<file path="config.mk">
export PLATFORM = sky130hd
export DESIGN_NAME = sha_front_flat
export DESIGN_NICKNAME = d
export VERILOG_FILES = /design/src/hdl/sha_pkg.sv /design/src/hdl/sha_if.sv /design/src/hdl/sha_front.sv /design/src/flat_wrapper.sv
export SDC_FILE = /design/constraint.sdc
export NUM_CORES = 1
export LEC_CHECK = 0
export ABC_AREA = 1
export BUFFER_PORTS_ARGS = -buffer_cell sky130_fd_sc_hd__buf_2
export CORE_MARGIN = 8
export CORE_UTILIZATION = 55
export DETAILED_ROUTE_END_ITERATION = 8
export HOLD_SLACK_MARGIN = 0.06
export PLACE_DENSITY = 0.83
export SLEW_MARGIN = 10
export SYNTH_ARGS = -nofsm -noshare
export SYNTH_HDL_FRONTEND = slang
export SYNTH_SLANG_ARGS = --single-unit
</file>
<file path="constraint.sdc">
create_clock -name i_clk -period 9.4 [get_ports i_clk]
set_input_delay 1.41 -clock i_clk [delete_from_list [all_inputs] [get_ports i_clk]]
set_output_delay 1.41 -clock i_clk [all_outputs]
set_load 0.01 [all_outputs]
</file>
<file path="src/hdl/sha_pkg.sv">
// Shared types, constants and round tables for the streaming SHA-512 hasher.
// No dependencies.
package sha_pkg;

    localparam int unsigned WordW   = 64;
    localparam int unsigned BlkBytes = 128;
    localparam int unsigned Rounds  = 80;

    localparam logic [7:0] PadByte   = 8'h80;
    localparam logic [6:0] LenOffset = 7'd112;

    typedef logic [63:0] t_word;

    typedef struct packed {
        t_word      data;
        logic [3:0] cnt;
        logic       last;
    } t_item;

    typedef enum logic [2:0] {
        S_IDLE,
        S_APPEND,
        S_PAD,
        S_PAD2,
        S_ROUND,
        S_FOLD,
        S_OUT
    } t_state;

    localparam t_word Iv [8] = '{
        64'h6a09e667f3bcc908, 64'hbb67ae8584caa73b, 64'h3c6ef372fe94f82b,
        64'ha54ff53a5f1d36f1, 64'h510e527fade682d1, 64'h9b05688c2b3e6c1f,
        64'h1f83d9abfb41bd6b, 64'h5be0cd19137e2179
    };

    localparam t_word RoundK [80] = '{
        64'h428a2f98d728ae22, 64'h7137449123ef65cd, 64'hb5c0fbcfec4d3b2f, 64'he9b5dba58189dbbc,
        64'h3956c25bf348b538, 64'h59f111f1b605d019, 64'h923f82a4af194f9b, 64'hab1c5ed5da6d8118,
        64'hd807aa98a3030242, 64'h12835b0145706fbe, 64'h243185be4ee4b28c, 64'h550c7dc3d5ffb4e2,
        64'h72be5d74f27b896f, 64'h80deb1fe3b1696b1, 64'h9bdc06a725c71235, 64'hc19bf174cf692694,
        64'he49b69c19ef14ad2, 64'hefbe4786384f25e3, 64'h0fc19dc68b8cd5b5, 64'h240ca1cc77ac9c65,
        64'h2de92c6f592b0275, 64'h4a7484aa6ea6e483, 64'h5cb0a9dcbd41fbd4, 64'h76f988da831153b5,
        64'h983e5152ee66dfab, 64'ha831c66d2db43210, 64'hb00327c898fb213f, 64'hbf597fc7beef0ee4,
        64'hc6e00bf33da88fc2, 64'hd5a79147930aa725, 64'h06ca6351e003826f, 64'h142929670a0e6e70,
        64'h27b70a8546d22ffc, 64'h2e1b21385c26c926, 64'h4d2c6dfc5ac42aed, 64'h53380d139d95b3df,
        64'h650a73548baf63de, 64'h766a0abb3c77b2a8, 64'h81c2c92e47edaee6, 64'h92722c851482353b,
        64'ha2bfe8a14cf10364, 64'ha81a664bbc423001, 64'hc24b8b70d0f89791, 64'hc76c51a30654be30,
        64'hd192e819d6ef5218, 64'hd69906245565a910, 64'hf40e35855771202a, 64'h106aa07032bbd1b8,
        64'h19a4c116b8d2d0c8, 64'h1e376c085141ab53, 64'h2748774cdf8eeb99, 64'h34b0bcb5e19b48a8,
        64'h391c0cb3c5c95a63, 64'h4ed8aa4ae3418acb, 64'h5b9cca4f7763e373, 64'h682e6ff3d6b2b8a3,
        64'h748f82ee5defb2fc, 64'h78a5636f43172f60, 64'h84c87814a1f0ab72, 64'h8cc702081a6439ec,
        64'h90befffa23631e28, 64'ha4506cebde82bde9, 64'hbef9a3f7b2c67915, 64'hc67178f2e372532b,
        64'hca273eceea26619c, 64'hd186b8c721c0c207, 64'heada7dd6cde0eb1e, 64'hf57d4f7fee6ed178,
        64'h06f067aa72176fba, 64'h0a637dc5a2c898a6, 64'h113f9804bef90dae, 64'h1b710b35131c471b,
        64'h28db77f523047d84, 64'h32caab7b40c72493, 64'h3c9ebe0a15c9bebc, 64'h431d67c49c100d4c,
        64'h4cc5d4becb3e42b6, 64'h597f299cfc657e2a, 64'h5fcb6fab3ad6faec, 64'h6c44198c4a475817
    };

    function automatic t_word ror64(input t_word x, input int unsigned n);
        return (x >> n) | (x << (64 - n));
    endfunction

endpackage

</file>
<file path="src/hdl/sha_if.sv">
// Stream interfaces for message words and digest words.
// No dependencies.
interface sha_in_if;
    logic        valid;
    logic        ready;
    logic [63:0] data_word;
    logic [3:0]  valid_bytes;
    logic        final_word;
    modport source (output valid, data_word, valid_bytes, final_word, input ready);
    modport sink   (input valid, data_word, valid_bytes, final_word, output ready);
endinterface


</file>
<file path="src/hdl/sha_front.sv">
// Front end: accepts message words, clamps the byte count, queues requests.
// Depends on sha_pkg and sha_if.
module sha_front (
    input  logic          i_clk,
    input  logic          i_rst_n,
    sha_in_if.sink        i_msg,
    input  logic          i_pop,
    output logic          o_q_vld,
    output sha_pkg::t_item o_q_item
);
    import sha_pkg::*;

    t_item      r_q [2];
    logic       r_wp, r_rp;
    logic [1:0] r_cnt;
    t_item      w_item;
    logic       w_push;

    always_comb begin
        w_item.data = i_msg.data_word;
        w_item.cnt  = (i_msg.valid_bytes > 4'd8) ? 4'd8 : i_msg.valid_bytes;
        w_item.last = i_msg.final_word;
    end

    assign i_msg.ready = (r_cnt != 2'd2);
    assign w_push      = i_msg.valid && i_msg.ready;
    assign o_q_vld     = (r_cnt != 2'd0);
    assign o_q_item    = r_q[r_rp];

    always_ff @(posedge i_clk) begin
        if (w_push) begin
            r_q[r_wp] <= w_item;
        end
        if (!i_rst_n) begin
            r_wp  <= 1'b0;
            r_rp  <= 1'b0;
            r_cnt <= 2'd0;
        end else begin
            if (w_push) r_wp <= ~r_wp;
            if (i_pop) r_rp <= ~r_rp;
            r_cnt <= r_cnt + 2'(w_push) - 2'(i_pop);
        end
    end

endmodule

</file>
<file path="src/flat_wrapper.sv">
// flat-port wrapper written by rule: the top's interface ports become plain ports
module sha_front_flat import sha_pkg::*;
  (i_clk, i_rst_n, i_pop, o_q_vld, o_q_item, i_msg_valid, i_msg_data_word, i_msg_valid_bytes, i_msg_final_word, i_msg_ready);
  sha_in_if i_msg_i ();
  input  logic i_clk;
  input  logic i_rst_n;
  input  logic i_pop;
  output logic o_q_vld;
  output sha_pkg::t_item o_q_item;
  input wire logic [$bits(i_msg_i.valid)-1:0] i_msg_valid;
  input wire logic [$bits(i_msg_i.data_word)-1:0] i_msg_data_word;
  input wire logic [$bits(i_msg_i.valid_bytes)-1:0] i_msg_valid_bytes;
  input wire logic [$bits(i_msg_i.final_word)-1:0] i_msg_final_word;
  output wire logic [$bits(i_msg_i.ready)-1:0] i_msg_ready;
  assign i_msg_i.valid = i_msg_valid;
  assign i_msg_i.data_word = i_msg_data_word;
  assign i_msg_i.valid_bytes = i_msg_valid_bytes;
  assign i_msg_i.final_word = i_msg_final_word;
  assign i_msg_ready = i_msg_i.ready;
  sha_front u_core (.i_clk(i_clk), .i_rst_n(i_rst_n), .i_msg(i_msg_i), .i_pop(i_pop), .o_q_vld(o_q_vld), .o_q_item(o_q_item));
endmodule
</file>
==> key figures <==
Yosys
  – Syn_area_per_cell: 20.8 µm²
  – Yosys reg bits: 143
  – Leading area contributor after synthesis: edfxtp_1
  – Post-synth top area share: 78.6%
  – Distinct cells, synth: 17
  – Sequential-to-total area share from yosys stat: 80.5%
  – Mapped cell area: 5270 µm²
  – Ys Warns: 0
  – Top post-synthesis cells by area: edfxtp_1 79%, mux2_2 13%, mux2_4 2.8%
  – Synth Instances: 254
  – Syn Nets: 328

Floorplan
  – FP Rows: 35
  – Core area: 9280 µm²
  – Die area: 13,000 µm²
  – Die width: 114 µm
  – Io pins: 144
  – Die height: 114 µm
  – Initial Utilization: 56.8%

Cells and area
  – Commonest non-fill, non-tap cells in the layout: 143 x buf_2, 138 x edfxtp_1, 59 x mux2_2, 16 x clkbuf_16
  – Nets: 483
  – Finished Layout Cells: 551
  – N_diodes: 0
  – Layout cells sized above 1: 58.8%
  – Area delta synth->final: 26.5%
  – Finished Cell Area: 6670 µm²
  – Most common cell after layout, fill and taps aside: buf_2

Min path
  – HP Class: reg2reg

Setup path
  – Worst Setup End Kind: primary output
  – Arr. time, crit path: 2.07 ns
  – CP required: 7.99 ns
  – Worst Setup Start Kind: register
  – Crit path kind: reg2out
  – Crit-path max FO: 69

Run status
  – Run status: complete, no violations

Route
  – Final WL: 10,200 µm
  – Post-route ant nets: 0
  – Drt first pass iters: 4
  – Iter 0 DRT Violations: 173
  – Routed len/inst: 18.5 µm
  – DR vias: 2,747
  – Vias per cell: 4.99
  – Remaining DRCs: 0

Placement
  – Placed insts: 519
  – Pre-CTS setup slack: 6.40 ns
  – Post-DP HPWL: 6860 µm
  – DP Area: 6110 µm²
  – Port bufs: 143
  – Gpl congestion: 0.711

Job
  – MaxCap Viol Count: 0

Timing
  – RSZ-0062 raised after global routing: no
  – Min cycle time layout: 3.48 ns
  – Final TNS setup: 0 ns
  – Worst slew pin tran: 0.964 ns
  – Final Hold Viols: 0
  – Worst slew margin: 35.7%
  – Fmax: 287 MHz
  – Final setup vio count: 0
  – Fin. max-slew vios: 0
  – Tcrit/Tclk final: 37.0%
  – Clock skew: 0.00650 ns
  – Final worst slack: 5.92 ns

Power
  – Power per Cell Area: 237 nW/µm²
  – VDD IR max: 0.000138 V
  – Pleak: 2.55 nW

Clocking
  – Clock buffer count from CTS: 17
  – # resized after CTS: 0
  – CTS tree: done
  – Root buf cell: clkbuf_8
  – H-tree depth: 4
  – Worst-path clk slew: 0.06 ns
  – CTS sink count: 143
  – Cts-stage hold buffer count: 0
  – Clock latency at the later pin of the worst-skew pair: 0.49 ns
  – Clock tree buffer depth: 2
  – Post-CTS setup repair buffer count: 0

GRT
  – GRT overflow: 0
  – Largest net degree at the start of global routing: 70
  – First-pass GRT wire length: 15,500 µm
  – GRT Util Overall: 15.8%
  – Antenna violations before repair: 1
  – Vias in the first global route: 3,072
routing by layer:
metal / global-route usage (%) / vias to the layer above / wire [µm] / part of all wire (%)
met5: 0 / - / 10 / 0.098
met4: 6.57 / 2 / 131 / 1.3
met3: 5.65 / 16 / 743 / 7.3
met2: 28.5 / 96 / 5510 / 54
met1: 16.4 / 1346 / 3810 / 37
li1: - / 1287 / - / -
Yosys cell counts (all sizes together):
library cell	n
buf	8
inv	6
mux2	69
nor2	11
ha	1
edfxtp	138
or2	1
dfxtp	5
clkbuf	1
nand3	1
xnor2	1
nand2	10
a21boi	1
a21oi	1
cells by family after synthesis:
family                   count (synthesis)  share of synthesized area, %
AND/OR/NAND/NOR                         23                          1.71
flip-flops                             143                          80.5
XOR/XNOR                                 1                         0.166
buffers and inverters                   15                          1.68
adder cells (fa/ha/maj)                  1                         0.237
AO/OA/AOI/OAI                            2                         0.237
multiplexers                            69                          15.5
final cells by class:
| class | instances | area, µm² |
|---|---|---|
| sequential | 143 | 4250 |
| fill | 620 | 2610 |
| multi-input combinational | 96 | 946 |
| timing repair buffer | 145 | 731 |
| clock buffer | 19 | 422 |
| tap | 129 | 161 |
| clock inverter | 13 | 140 |
| inverter | 6 | 22.5 |
worst paths after layout:
kind | start | slack [ns] | cells after the start | end
worst min register to register | u_core.r_rp | 0.52 | 2 | u_core.r_rp
worst min-delay path | u_core.r_rp | 0.52 | 2 | u_core.r_rp
worst max register to register | u_core.r_cnt[0] | 7.47 | 7 | u_core.r_q[1][48]
worst max-delay path | register | 5.92 | 2 | o_q_item[48]
state kept, by name (all words and copies together) (netlist names), named ones only:
signal,count
u_core.r_wp,1
u_core.r_rp,1
u_core.r_cnt,2
u_core.r_q,138
per-stage QoR:
step	hold slack, ns	power (mW)	util (%)
2_1_floorplan	0.463	0.900	-
3_3_place_gp	0.474	0.969	65.8
3_5_place_dp	0.502	0.979	65.8
4_1_cts	0.515	1.60	71.8
5_1_grt	0.540	1.64	71.8
6_report	0.519	1.58	71.8
report_power, final:
group / total [mW] / internal (mW) / switching [mW]
Sequential: 0.790 / 0.767 / 0.0233
Clock: 0.621 / 0.377 / 0.243
Combinational: 0.172 / 0.0794 / 0.0922
worst max-delay path, cell delays in order, from the launching register on:
cell	delay [ns]
dfxtp_4	0.98
mux2_2	0.43
buf_2	0.14
No activity file was read; power rests on OpenSTA's default activity.
